[src/rtl/core/tir_pkg.sv]
`timescale 1ns / 1ps
`default_nettype none
// ----------------------------------------------------------------------------
// tir_pkg
// Shared widths and constants of the trapezoid integral block.
// ----------------------------------------------------------------------------
package tir_pkg;

    localparam int MAX_SEGMENTS_DEF  = 1024;
    localparam int FRACTION_BITS_DEF = 30;

    localparam int BOUND_W = 8;    // integer bounds
    localparam int COUNT_W = 11;   // segment count
    localparam int VALUE_W = 48;   // integrand, terms, sum
    localparam int X_W     = 25;   // Q8.16 grid point and step, signed
    localparam int HNUM_W  = 24;   // |b - a| * 2^16
    localparam int MUL_A_W = 25;
    localparam int MUL_B_W = 24;
    localparam int MUL_P_W = MUL_A_W + MUL_B_W;
    localparam int DEN_W   = 56;   // 8 - x^3 in Q.32, signed

    localparam logic [VALUE_W-1:0] VAL_MAX = {1'b0, {(VALUE_W-1){1'b1}}};
    localparam logic [VALUE_W-1:0] VAL_MIN = {1'b1, {(VALUE_W-1){1'b0}}};
    localparam logic [DEN_W-1:0]   DEN_EIGHT = DEN_W'(64'd1 << 35);

endpackage
`default_nettype wire

[src/rtl/core/tir_if.sv]
`timescale 1ns / 1ps
`default_nettype none
// ----------------------------------------------------------------------------
// tir_if
// Request and result channels of the trapezoid integral block.
// ----------------------------------------------------------------------------
interface tir_in_if;
    logic                              valid;
    logic                              ready;
    logic signed [tir_pkg::BOUND_W-1:0] lower_bound;
    logic signed [tir_pkg::BOUND_W-1:0] upper_bound;
    logic        [tir_pkg::COUNT_W-1:0] segment_count;

    modport source (output valid, lower_bound, upper_bound, segment_count, input ready);
    modport sink   (input valid, lower_bound, upper_bound, segment_count, output ready);
endinterface

interface tir_out_if;
    logic                               valid;
    logic                               ready;
    logic signed [tir_pkg::VALUE_W-1:0] integral_value;
    logic                               pole_hit;
    logic                               saturated;

    modport source (output valid, integral_value, pole_hit, saturated, input ready);
    modport sink   (input valid, integral_value, pole_hit, saturated, output ready);
endinterface
`default_nettype wire

[src/rtl/core/trapezoid_integral_rational_top.sv]
`timescale 1ns / 1ps
`default_nettype none
// ----------------------------------------------------------------------------
// trapezoid_integral_rational_top
// Trapezoidal-rule integral of 1/(8 - x^3) over [a, b] in n segments.
// ----------------------------------------------------------------------------
// Channel  Dir  Payload                                      Transfer
// i_in     in   lower_bound, upper_bound, segment_count      valid & ready
// o_out    out  integral_value, pole_hit, saturated          valid & ready
//
// Each grid point takes up to FRACTION_BITS+32 steps of the serial reciprocal
// divider (fewer when the quotient clips, none at a pole); that divider sets
// the rate. A zero count goes straight to the result. The step h comes from
// a 24-step restoring divider; one 25x24 multiplier is shared by the cube and
// the trapezoid terms. Ready is high only when idle. Reset is synchronous,
// active low. A stalled result holds.
// ----------------------------------------------------------------------------
module trapezoid_integral_rational_top #(
    parameter int MAX_SEGMENTS  = tir_pkg::MAX_SEGMENTS_DEF,
    parameter int FRACTION_BITS = tir_pkg::FRACTION_BITS_DEF
) (
    input  wire       i_clk,
    input  wire       i_rst_n,
    tir_in_if.sink    i_in,
    tir_out_if.source o_out
);

    localparam int DIV_STEPS = FRACTION_BITS + 32;
    localparam int K_W       = $clog2(DIV_STEPS);
    localparam int VW        = tir_pkg::VALUE_W;
    localparam int XW        = tir_pkg::X_W;
    localparam int CW        = tir_pkg::COUNT_W;
    localparam int PW        = tir_pkg::MUL_P_W;
    localparam int DW        = tir_pkg::DEN_W;

    typedef enum logic [3:0] {
        S_IDLE, S_HDIV, S_SQ, S_C1, S_C2, S_C3, S_DIV, S_POST,
        S_T1, S_T2, S_T3, S_OUT
    } t_state;

    t_state r_state;

    logic [CW-1:0]                   r_n, r_idx;
    logic [tir_pkg::HNUM_W-1:0]      r_num;
    logic [CW:0]                     r_rem;
    logic                            r_hneg;
    logic signed [XW-1:0]            r_x, r_h;
    logic [K_W-1:0]                  r_k;
    logic [PW-1:0]                   r_prod, r_p1;
    logic [23:0]                     r_lo;
    logic [DW-1:0]                   r_dd;
    logic [DW:0]                     r_r;
    logic [VW-1:0]                   r_q;
    logic                            r_dneg;
    logic signed [VW-1:0]            r_f, r_prev, r_sum;
    logic                            r_first, r_neg, r_pole, r_sat;

    // ---- operand magnitudes
    logic [XW-1:0] n_xneg, n_hneg_v;
    logic [23:0]   n_m, n_hm;
    assign n_xneg   = -r_x;
    assign n_hneg_v = -r_h;
    assign n_m  = r_x[XW-1] ? n_xneg[23:0] : r_x[23:0];
    assign n_hm = r_h[XW-1] ? n_hneg_v[23:0] : r_h[23:0];

    // ---- trapezoid pair sum
    logic signed [VW:0] n_s;
    logic [VW:0]        n_sneg, n_sm;
    assign n_s    = {r_prev[VW-1], r_prev} + {r_f[VW-1], r_f};
    assign n_sneg = -n_s;
    assign n_sm   = n_s[VW] ? n_sneg : n_s;

    // ---- shared multiplier
    logic [tir_pkg::MUL_A_W-1:0] n_mul_a;
    logic [tir_pkg::MUL_B_W-1:0] n_mul_b;
    logic [PW-1:0]               n_mul_p;
    always_comb begin
        n_mul_a = '0;
        n_mul_b = '0;
        case (r_state)
            S_SQ: begin
                n_mul_a = {1'b0, n_m};
                n_mul_b = n_m;
            end
            S_C1: begin
                n_mul_a = tir_pkg::MUL_A_W'(r_prod[47:32]);
                n_mul_b = n_m;
            end
            S_C2: begin
                n_mul_a = {1'b0, r_lo};
                n_mul_b = n_m;
            end
            S_T1: begin
                n_mul_a = n_sm[VW:24];
                n_mul_b = n_hm;
            end
            S_T2: begin
                n_mul_a = {1'b0, r_lo};
                n_mul_b = n_hm;
            end
            default: ;
        endcase
    end
    assign n_mul_p = PW'(n_mul_a) * PW'(n_mul_b);

    // ---- cube and denominator
    logic [72:0]   n_cube_sum;
    logic [53:0]   n_cube;
    logic [DW-1:0] n_den, n_den_neg, n_den_mag;
    assign n_cube_sum = {r_p1, 24'b0} + 73'(r_prod);
    assign n_cube     = n_cube_sum[61:8];
    assign n_den      = r_x[XW-1] ? (tir_pkg::DEN_EIGHT + DW'(n_cube))
                                  : (tir_pkg::DEN_EIGHT - DW'(n_cube));
    assign n_den_neg  = -n_den;
    assign n_den_mag  = n_den[DW-1] ? n_den_neg : n_den;

    // ---- reciprocal divider step
    logic [DW:0]   n_r2, n_rn;
    logic          n_ge;
    logic [VW-1:0] n_qn, n_qneg;
    assign n_r2  = {r_r[DW-1:0], 1'b0};
    assign n_ge  = n_r2 >= {1'b0, r_dd};
    assign n_rn  = n_ge ? (n_r2 - {1'b0, r_dd}) : n_r2;
    assign n_qn  = {r_q[VW-2:0], n_ge};
    assign n_qneg = -n_qn;

    // ---- step divider
    logic [CW:0]                n_rem2, n_remn;
    logic                       n_hge;
    logic [tir_pkg::HNUM_W-1:0] n_hq;
    logic [XW-1:0]              n_hq_ext;
    assign n_rem2   = {r_rem[CW-1:0], r_num[tir_pkg::HNUM_W-1]};
    assign n_hge    = n_rem2 >= {1'b0, r_n};
    assign n_remn   = n_hge ? (n_rem2 - {1'b0, r_n}) : n_rem2;
    assign n_hq     = {r_num[tir_pkg::HNUM_W-2:0], n_hge};
    assign n_hq_ext = {1'b0, n_hq};

    // ---- term and accumulate
    logic [56:0]          n_t;
    logic                 n_tclip;
    logic [VW-1:0]        n_tm, n_tv;
    logic signed [VW:0]   n_acc;
    assign n_t     = 57'({r_p1, 7'b0}) + 57'(r_prod[PW-1:17]);
    assign n_tclip = n_t > 57'(tir_pkg::VAL_MAX);
    assign n_tm    = n_tclip ? tir_pkg::VAL_MAX : n_t[VW-1:0];
    assign n_tv    = r_neg ? -n_tm : n_tm;
    assign n_acc   = {r_sum[VW-1], r_sum} + {n_tv[VW-1], n_tv};

    // ---- request decode
    localparam int BW_D = tir_pkg::BOUND_W + 1;
    logic signed [BW_D-1:0] n_diff;
    logic [BW_D-1:0] n_diff_neg;
    logic [CW-1:0]   n_ncl;
    assign n_diff = {i_in.upper_bound[tir_pkg::BOUND_W-1], i_in.upper_bound}
                  - {i_in.lower_bound[tir_pkg::BOUND_W-1], i_in.lower_bound};
    assign n_diff_neg = -n_diff;
    always_comb begin
        if (32'(i_in.segment_count) > 32'(MAX_SEGMENTS)) begin
            n_ncl = CW'(MAX_SEGMENTS);
        end else begin
            n_ncl = i_in.segment_count;
        end
    end

    always_ff @(posedge i_clk) begin
        if (!i_rst_n) begin
            r_state <= S_IDLE;
        end else begin
            case (r_state)
                S_IDLE: begin
                    if (i_in.valid) begin
                        r_n     <= n_ncl;
                        r_idx   <= '0;
                        r_sum   <= '0;
                        r_pole  <= 1'b0;
                        r_sat   <= 1'b0;
                        r_first <= 1'b1;
                        r_rem   <= '0;
                        r_k     <= '0;
                        r_hneg  <= n_diff[BW_D-1];
                        r_num   <= {(n_diff[BW_D-1] ? n_diff_neg[7:0] : n_diff[7:0]), 16'b0};
                        r_x     <= {i_in.lower_bound[tir_pkg::BOUND_W-1],
                                    i_in.lower_bound, 16'b0};
                        r_state <= (n_ncl == '0) ? S_OUT : S_HDIV;
                    end
                end
                S_HDIV: begin
                    r_rem <= n_remn;
                    r_num <= n_hq;
                    if (r_k == K_W'(tir_pkg::HNUM_W - 1)) begin
                        r_h     <= r_hneg ? -n_hq_ext : n_hq_ext;
                        r_state <= S_SQ;
                    end else begin
                        r_k <= r_k + 1'b1;
                    end
                end
                S_SQ: begin
                    r_prod  <= n_mul_p;
                    r_state <= S_C1;
                end
                S_C1: begin
                    r_lo    <= r_prod[31:8];
                    r_prod  <= n_mul_p;
                    r_state <= S_C2;
                end
                S_C2: begin
                    r_p1    <= r_prod;
                    r_prod  <= n_mul_p;
                    r_state <= S_C3;
                end
                S_C3: begin
                    if (n_den == '0) begin
                        // pole: saturate the sample
                        r_f     <= tir_pkg::VAL_MAX;
                        r_pole  <= 1'b1;
                        r_sat   <= 1'b1;
                        r_state <= S_POST;
                    end else begin
                        r_dd    <= n_den_mag;
                        r_dneg  <= n_den[DW-1];
                        r_r     <= (DW+1)'(1);
                        r_q     <= '0;
                        r_k     <= '0;
                        r_state <= S_DIV;
                    end
                end
                S_DIV: begin
                    r_r <= n_rn;
                    r_q <= n_qn;
                    r_k <= r_k + 1'b1;
                    if (n_qn[VW-1]) begin
                        r_f     <= r_dneg ? -tir_pkg::VAL_MAX : tir_pkg::VAL_MAX;
                        r_sat   <= 1'b1;
                        r_state <= S_POST;
                    end else if (r_k == K_W'(DIV_STEPS - 1)) begin
                        r_f     <= r_dneg ? n_qneg : n_qn;
                        r_state <= S_POST;
                    end
                end
                S_POST: begin
                    if (r_first) begin
                        r_first <= 1'b0;
                        r_prev  <= r_f;
                        r_idx   <= r_idx + 1'b1;
                        r_x     <= r_x + r_h;
                        r_state <= S_SQ;
                    end else begin
                        r_state <= S_T1;
                    end
                end
                S_T1: begin
                    r_prod  <= n_mul_p;
                    r_lo    <= n_sm[23:0];
                    r_neg   <= n_s[VW] != r_h[XW-1];
                    r_state <= S_T2;
                end
                S_T2: begin
                    r_p1    <= r_prod;
                    r_prod  <= n_mul_p;
                    r_state <= S_T3;
                end
                S_T3: begin
                    if (n_acc > $signed({tir_pkg::VAL_MAX[VW-1], tir_pkg::VAL_MAX})) begin
                        r_sum <= tir_pkg::VAL_MAX;
                        r_sat <= 1'b1;
                    end else if (n_acc < $signed({1'b1, tir_pkg::VAL_MIN})) begin
                        r_sum <= tir_pkg::VAL_MIN;
                        r_sat <= 1'b1;
                    end else begin
                        r_sum <= n_acc[VW-1:0];
                        if (n_tclip) begin
                            r_sat <= 1'b1;
                        end
                    end
                    r_prev <= r_f;
                    if (r_idx == r_n) begin
                        r_state <= S_OUT;
                    end else begin
                        // advance to the next grid point
                        r_idx   <= r_idx + 1'b1;
                        r_x     <= r_x + r_h;
                        r_state <= S_SQ;
                    end
                end
                S_OUT: begin
                    if (o_out.ready) begin
                        r_state <= S_IDLE;
                    end
                end
                default: r_state <= S_IDLE;
            endcase
        end
    end

    assign i_in.ready           = (r_state == S_IDLE);
    assign o_out.valid          = (r_state == S_OUT);
    assign o_out.integral_value = r_sum;
    assign o_out.pole_hit       = r_pole;
    assign o_out.saturated      = r_sat;

    a_no_overlap: assert property (@(posedge i_clk) disable iff (!i_rst_n)
        o_out.valid |-> !i_in.ready)
        else $error("request taken while a result is pending");

    a_pole_sat: assert property (@(posedge i_clk) disable iff (!i_rst_n)
        (o_out.valid && o_out.pole_hit) |-> o_out.saturated)
        else $error("pole without saturated flag");

    a_busy_after: assert property (@(posedge i_clk) disable iff (!i_rst_n)
        (i_in.valid && i_in.ready) |=> !i_in.ready)
        else $error("ready right after a request transfer");

    a_idx_bound: assert property (@(posedge i_clk) disable iff (!i_rst_n)
        (r_state == S_SQ || r_state == S_T3) |-> (r_idx <= r_n))
        else $error("grid index past segment count");

endmodule
`default_nettype wire

[src/flat_wrapper.sv]
// flat-port wrapper written by rule: the top's interface ports become plain ports
module trapezoid_integral_rational_top_flat 
#(
    parameter int MAX_SEGMENTS  = tir_pkg::MAX_SEGMENTS_DEF,
    parameter int FRACTION_BITS = tir_pkg::FRACTION_BITS_DEF
)
  (i_clk, i_rst_n, i_in_valid, i_in_lower_bound, i_in_upper_bound, i_in_segment_count, i_in_ready, o_out_valid, o_out_integral_value, o_out_pole_hit, o_out_saturated, o_out_ready);
  tir_in_if i_in_i ();
  tir_out_if o_out_i ();
  input  wire i_clk;
  input  wire i_rst_n;
  input wire logic [$bits(i_in_i.valid)-1:0] i_in_valid;
  input wire logic [$bits(i_in_i.lower_bound)-1:0] i_in_lower_bound;
  input wire logic [$bits(i_in_i.upper_bound)-1:0] i_in_upper_bound;
  input wire logic [$bits(i_in_i.segment_count)-1:0] i_in_segment_count;
  output wire logic [$bits(i_in_i.ready)-1:0] i_in_ready;
  output wire logic [$bits(o_out_i.valid)-1:0] o_out_valid;
  output wire logic [$bits(o_out_i.integral_value)-1:0] o_out_integral_value;
  output wire logic [$bits(o_out_i.pole_hit)-1:0] o_out_pole_hit;
  output wire logic [$bits(o_out_i.saturated)-1:0] o_out_saturated;
  input wire logic [$bits(o_out_i.ready)-1:0] o_out_ready;
  assign i_in_i.valid = i_in_valid;
  assign i_in_i.lower_bound = i_in_lower_bound;
  assign i_in_i.upper_bound = i_in_upper_bound;
  assign i_in_i.segment_count = i_in_segment_count;
  assign i_in_ready = i_in_i.ready;
  assign o_out_valid = o_out_i.valid;
  assign o_out_integral_value = o_out_i.integral_value;
  assign o_out_pole_hit = o_out_i.pole_hit;
  assign o_out_saturated = o_out_i.saturated;
  assign o_out_i.ready = o_out_ready;
  trapezoid_integral_rational_top #(.MAX_SEGMENTS(MAX_SEGMENTS), .FRACTION_BITS(FRACTION_BITS)) u_core (.i_clk(i_clk), .i_rst_n(i_rst_n), .i_in(i_in_i), .o_out(o_out_i));
endmodule
[config.mk]
export PLATFORM = sky130hd
export DESIGN_NAME = trapezoid_integral_rational_top_flat
export DESIGN_NICKNAME = d
export VERILOG_FILES = /design/src/rtl/core/tir_pkg.sv /design/src/rtl/core/tir_if.sv /design/src/rtl/core/trapezoid_integral_rational_top.sv /design/src/flat_wrapper.sv
export SDC_FILE = /design/constraint.sdc
export NUM_CORES = 2
export LEC_CHECK = 0
export ABC_AREA = 1
export BUFFER_PORTS_ARGS = -buffer_cell sky130_fd_sc_hd__buf_2
export CORE_MARGIN = 2
export CORE_UTILIZATION = 45
export CTS_CLUSTER_SIZE = 16
export DETAILED_ROUTE_END_ITERATION = 7
export SLEW_MARGIN = 20
export SYNTH_ARGS = -nofsm -noshare
export SYNTH_HDL_FRONTEND = slang
export SYNTH_SLANG_ARGS = --single-unit
[constraint.sdc]
create_clock -name i_clk -period 18.05 [get_ports i_clk]
set_clock_uncertainty 0.1 [all_clocks]
set_input_delay 0.9025 -clock i_clk [delete_from_list [all_inputs] [get_ports i_clk]]
set_output_delay 0.9025 -clock i_clk [all_outputs]
set_load 0.1 [all_outputs]
# ---- After elaboration in Yosys (flattened, before gate mapping)
# Index checks and enable logic that the tools add are counted.
dict set report classes {
  add_sub_neg 20
  n_mul 1
  order_cmp 6
  n_eq_ne 26
  muxes 67
  bitwise 1
  n_reduce_logical 35
}
# operator count
set op_table {}
lappend op_table {{$mux 48} 11}
lappend op_table {{$pmux 48 s2} 3}
lappend op_table {{$mux 56} 3}
lappend op_table {{$pmux 24 s2} 3}
lappend op_table {{$pmux 56 s2} 1}
lappend op_table {{$pmux 25 s4} 1}
lappend op_table {{$add 48x48->49} 2}
lappend op_table {{$mux 24} 4}
lappend op_table {{$neg 48->48} 2}
lappend op_table {{$pmux 47 s2} 1}
lappend op_table {{$mux 25} 3}
lappend op_table {{$pmux 25 s3} 1}
lappend op_table {{$mux 11} 6}
lappend op_table {{$add 62x49->62} 1}
lappend op_table {{$add 56x32->57} 1}
lappend op_table {{$ge 57x56->1} 1}
lappend op_table {{$gt 57x47->1 const B} 1}
lappend op_table {{$logic_not 56->1} 1}
lappend op_table {{$neg 56->56} 1}
lappend op_table {{$sub 56x56->56} 1}
lappend op_table {{$add 36x54->55 const A} 1}
lappend op_table {{$mux 55} 1}
lappend op_table {{$sub 36x54->55 const A} 1}
lappend op_table {{$gt 49x48->1 const B} 1}
lappend op_table {{51 further kinds} 104}
dict set report word_totals {
  ff_bits 548
  in_bits 31
  out_inout_bits 52
  wordCells 181
}

# ---- Longest topological paths before layout
dict set report depth {
  depth_word 10
  mapped_depth 55
  ltp_nobuf 54
}

# ---- Least setup slack after synthesis
# OpenSTA, ideal clock, no wires.
dict set report synth_timing {
  path_type {flip-flop to flip-flop}
  start {reg u_core.r_prod[24]}
  end {reg u_core.r_q[0], enable pin}
  arrival_ns 10.487
  t_required_ns 17.237
  slack_ns 6.751
  stages_incl_launch_ff 23
  synth_period_minus_slack_ns 11.299
  cell_sequence {edfxtp_1 -> ha_1 -> fa_1 -> nand3_1 -> nand3_1 -> xnor2_1 -> nand3_1 -> nor2_1 -> nand3_1 -> nor2_1 -> nand3_1 -> nand2_2 -> nand3_1 -> nand2_1 -> nand2_1 -> nand2_1 -> inv_1 -> nand2_1 -> nor2_1 -> nand2_1 -> nor2_2 -> nand4_1 -> nor3b_1}
}
dict set report synth_via {
  elab_chain_cells 6
}
# item line
set synth_lines {}
lappend synth_lines {{start, declared} trapezoid_integral_rational_top.sv:49} ;# logic [PW-1:0] r_prod, r_p1;
lappend synth_lines {{start signal, assigned} trapezoid_integral_rational_top.sv:198} ;# r_prod <= n_mul_p;
lappend synth_lines {{start signal, assigned} trapezoid_integral_rational_top.sv:203} ;# r_prod <= n_mul_p;
lappend synth_lines {{start signal, assigned} trapezoid_integral_rational_top.sv:208} ;# r_prod <= n_mul_p;
lappend synth_lines {{$add 62x49->62 *} trapezoid_integral_rational_top.sv:110} ;# assign n_cube_sum = {r_p1, 24'b0} + 73'(r_prod);
lappend synth_lines {{$sub 36x54->55 or $add 36x54->55 (tied branches)} {trapezoid_integral_rational_top.sv:113, trapezoid_integral_rational_top.sv:112}}
lappend synth_lines {{$mux 56 *} trapezoid_integral_rational_top.sv:112} ;# assign n_den = r_x[XW-1] ? (tir_pkg::DEN_EIGHT + DW'(n_cube))
lappend synth_lines {{$logic_not 56->1 *} trapezoid_integral_rational_top.sv:212} ;# if (n_den == '0) begin
lappend synth_lines {{$ne 2x2->1 (no line) *} -}
lappend synth_lines {{$reduce_and 3->1 (no line) *} -}
lappend synth_lines {{end signal, assigned} trapezoid_integral_rational_top.sv:229} ;# r_q <= n_qn;
lappend synth_lines {{end, declared} trapezoid_integral_rational_top.sv:53} ;# logic [VW-1:0] r_q;
# Mark *: on every way between the ends. The rest lies on a longest branch, timed or not.
# A chain may end at the register's enable or synchronous reset.

# ---- Final worst setup path
dict set report layout_timing {
  start {reg u_core.r_f[21]}
  end {reg u_core.r_prod[46] (data pin)}
}
dict set report layout_via {
  elab_chain_cells 5
}
# item line
set layout_lines {}
lappend layout_lines {{start, declared} trapezoid_integral_rational_top.sv:55} ;# logic signed [VW-1:0] r_f, r_prev, r_sum;
lappend layout_lines {{start signal, assigned} trapezoid_integral_rational_top.sv:214} ;# r_f <= tir_pkg::VAL_MAX;
lappend layout_lines {{start signal, assigned} trapezoid_integral_rational_top.sv:232} ;# r_f <= r_dneg ? -tir_pkg::VAL_MAX : tir_pkg::VAL_MAX;
lappend layout_lines {{start signal, assigned} trapezoid_integral_rational_top.sv:236} ;# r_f <= r_dneg ? n_qneg : n_qn;
lappend layout_lines {{$add 48x48->49 *} trapezoid_integral_rational_top.sv:69} ;# assign n_s = {r_prev[VW-1], r_prev} + {r_f[VW-1], r_f};
lappend layout_lines {{$neg 49->49} trapezoid_integral_rational_top.sv:70} ;# assign n_sneg = -n_s;
lappend layout_lines {{$mux 49 *} trapezoid_integral_rational_top.sv:71} ;# assign n_sm = n_s[VW] ? n_sneg : n_s;
lappend layout_lines {{$pmux 25 s4 *} trapezoid_integral_rational_top.sv:80} ;# case (r_state)
lappend layout_lines {{$mul 25x24->49 *} trapezoid_integral_rational_top.sv:104} ;# assign n_mul_p = PW'(n_mul_a) * PW'(n_mul_b);
lappend layout_lines {{named net u_core.n_mul_p[46]} trapezoid_integral_rational_top.sv:76} ;# logic [PW-1:0] n_mul_p;
# The timed path passes the listed nets; every way through them passes the cells marked *.

==> flow_summary.toml <==
[status]
status = "complete, no violations"

[finish]
post-route-util_pct = 48.8
num-fill-cells = 14068
antenna_cells = 0
nets = 9350
final_common_cell = "nand2_1"
design_area_mm2 = 0.0691
drive_above_1_share_pct = 6.46
area_growth_pct = 7.73
final_cell_mix = "nand2_1 (1719), inv_1 (1559), nor2_1 (878)"

[routing]
first_pass_iters = 6
drtIter0Drc = 4838
antenna_left = 0
routed_wl_um = 215000
num_vias = 56130
wl_per_cell_um = 20.8
drc = 0
avgViaCountPerCell = 5.43

[synthesis]
ys_ff_latch = 548
netlist_instances = 8357
synth-edff-count = 544
synth.cell_area_mm2 = 0.0641
synthArstFlopShare_pct = 0
synth_ff_type = "edfxtp_1"
synth.avg_cell_area_um2 = 7.67
synth-seq-area-share_pct = 25.6
syn_nets = 9310
ys_types = 80
ys_warn_count = 0

[timing]
max_freq_mhz = 84.2
period_needed_ns = 11.88
finalSetupTns_ns = 0
hold_violations = 0
holdWs_ns = 0.311
slew_headroom_pct = 19.2
final.period_utilization_pct = 65.8
setup_ws_ns = 6.17
setup_viol = 0
slew_viol_final = 0
rsz0062_at_grt = "false"
tightest_slew_ns = 1.20

[worst_setup_path]
crit_top_cell = "nand2_1"
path_max_fanout = 36
r2r_slack_ns = 6.17
crit_type = "flop to flop"
cp_slowest_cell = "nand2_1"
reg2reg_depth = 46
cp.arrival_ns = 12.19
worstSetupEndpoint = "u_core.r_prod[46]$_DFFE_PP_"
r2r_end = "u_core.r_prod[46]$_DFFE_PP_"
cp-end-kind = "flop"
required_ns = 18.36
cp-startpoint = "u_core.r_f[21]$_SDFFCE_PN1P_"
start_kind = "flop"
r2r_start = "u_core.r_f[21]$_SDFFCE_PN1P_"
slowest_delay_ns = 0.63

[place]
placed_cell_area_mm2 = 0.0668
port_buffers = 82
gp_congestion = 1.03
hpwl_um = 173000
place_ws_ns = 6.41

[global_route]
grt_pass1_wl_um = 331000
antenna_found_initial = 2
grt_pass1_vias = 55679
grt_max_degree = 70
grt_overflow = 0
grtUsageTotal_pct = 29.5

[cts]
insertion_delay_ns = 0.70
ctsHoldBuffers = 0
cts_made_buffers = 70
cts.clk_slew.worst_paths_ns = 0.06
cts_buffer_depth = 3
post_cts_buffers = 0
htreeDepth = 3
cts_root_buf = "clkbuf_16"
cts_resized = 0
cts_tree = "done"
clock_sink_count = 548

[min_path]
hold_path_depth = 0
min_path_type = "flop to flop"

[power_and_ir_drop]
swShare_pct = 47.0
seq_power_share_pct = 29.5
p_leak_nw = 31.8
internal-power_mw = 3.16
clock_power_share_pct = 23.8
ir_drop_v = 0.0000719
powerDensity_mw_per_mm2 = 86.1
combPwrFrac_pct = 46.7
p_switching_mw = 2.79

[floorplan]
ios = 83
rows = 138
initial_core_util_pct = 45.3
die-area_mm2 = 0.145
placeableCoreArea_mm2 = 0.141
die_x_um = 381
die_h_um = 381

[run]
drv_cap = 0
-- synthesized netlist by cell type, drive strengths merged, types with 4 or more instances --
cell        n  area [um2]
clkbuf    124         468
nand3b     26         195
or2        29         181
buf        65         374
o21ai     478        2450
nand4      97         626
o2bb2ai     4        35.0
a22o        4        35.0
edfxtp    544       16300
nand3     355        1930
o211ai     16         120
nor4       43         275
and3        5        31.3
o21a       39         293
o221ai      7        61.3
a221oi      5        43.8
xnor2     124        1130
nor2      935        3680
nand2    1796        6970
fa        511       10200
a31oi      50         313
ha        411        5140
o31ai      15         118
a21boi     21         158
and2        5        31.3
a211oi      6        45.0
inv      1594        5990
a21oi     524        2680
nor3      132         758
o21bai     31         236
nor3b       5        37.5
xor2      305        2700
dfxtp       4        80.1
clkinv      8        30.0
a21o       14         105
-- critical path, delay by kind of cell, from the launching register on --
family                     cells  cell delay, ns
adders and majority gates      9            4.12
xor gates and xnor gates       1            0.07
DFF                            1            0.39
and+or+nand+nor               23            4.28
AOI/OAI and AO/OA              7            1.36
buffers and inverters          6            1.21
-- layer usage --
layer | global-route usage, % | up-vias | wire, um
met5 | 0 | - | 0
met4 | 9.63 | 0 | 7890
met3 | 5.07 | 338 | 15900
met2 | 48.7 | 2006 | 99700
met1 | 39.3 | 27000 | 91500
li1 | - | 26786 | -
-- registers in the layout, summed over array words and instances, names as in the netlist, 47 cells and up --
signal                       count
u_core.o_out.integral_value     48
u_core.r_dd                     56
u_core.r_f                      48
u_core.r_prod                   49
u_core.r_prev                   48
u_core.r_q                      47
u_core.r_p1                     49
u_core.r_r                      56
-- area by class of cell --
type                            instances  area (um2)  share of cell area, %
Multi-Input combinational cell       6018       41000                   59.4
Clock inverter                         42         408                  0.591
Timing Repair Buffer                  157         993                   1.44
Sequential cell                       548       16400                   23.8
Inverter                             1602        6020                   8.72
Tap cell                             1890        2360                   3.42
Clock buffer                           82        1860                   2.69
-- how the worst min path moves through the flow --
| stage | startpoint | to |
|---|---|---|
| final | u_core.r_prod[0]$_DFFE_PP_ | u_core.r_p1[0]$_DFFE_PP_ |
| after global routing | u_core.r_prod[1]$_DFFE_PP_ | u_core.r_p1[1]$_DFFE_PP_ |
| after CTS | u_core.r_prod[0]$_DFFE_PP_ | u_core.r_p1[0]$_DFFE_PP_ |
| after detailed placement | u_core.r_prod[4]$_DFFE_PP_ | u_core.r_p1[4]$_DFFE_PP_ |
| after global placement | u_core.r_prod[7]$_DFFE_PP_ | u_core.r_p1[7]$_DFFE_PP_ |
| after floorplan | u_core.r_prod[0]$_DFFE_PP_ | u_core.r_p1[0]$_DFFE_PP_ |
-- through the flow --
| stage | std cells | power (mW) |
|---|---|---|
| after floorplan | 8357 | 3.54 |
| after global placement | 10214 | 4.46 |
| after detailed placement | 10214 | 4.49 |
| after CTS | 10338 | 5.92 |
| after global routing | 10339 | 6.26 |
| final | 10339 | 5.95 |
-- kinds of logic (layout without fill, tap and decap cells) --
| kind of cell | count (synthesis) | after routing | synth area share (%) |
|---|---|---|---|
| other | 1 | 1 | 0.00585 |
| XOR/XNOR | 429 | 429 | 5.98 |
| buffers and inverters | 1791 | 1883 | 10.7 |
| AND/OR/NAND/NOR | 3430 | 3430 | 23.0 |
| AO/OA/AOI/OAI | 1235 | 1235 | 10.7 |
| flip-flops | 548 | 548 | 25.6 |
| multiplexers | 1 | 1 | 0.0156 |
| adder cells (fa/ha/maj) | 922 | 922 | 24.0 |
-- power groups by stage --
| stage | Sequential, mW | Combinational (mW) | Clock (mW) |
|---|---|---|---|
| 2_1_floorplan | 1.83 | 1.71 | 0 |
| 3_3_place_gp | 1.78 | 2.68 | 0 |
| 3_5_place_dp | 1.78 | 2.71 | 0 |
| 4_1_cts | 1.76 | 2.72 | 1.44 |
| 5_1_grt | 1.77 | 3.01 | 1.49 |
| 6_report | 1.76 | 2.78 | 1.41 |
Note: power is estimated with default switching activity, not from simulation.
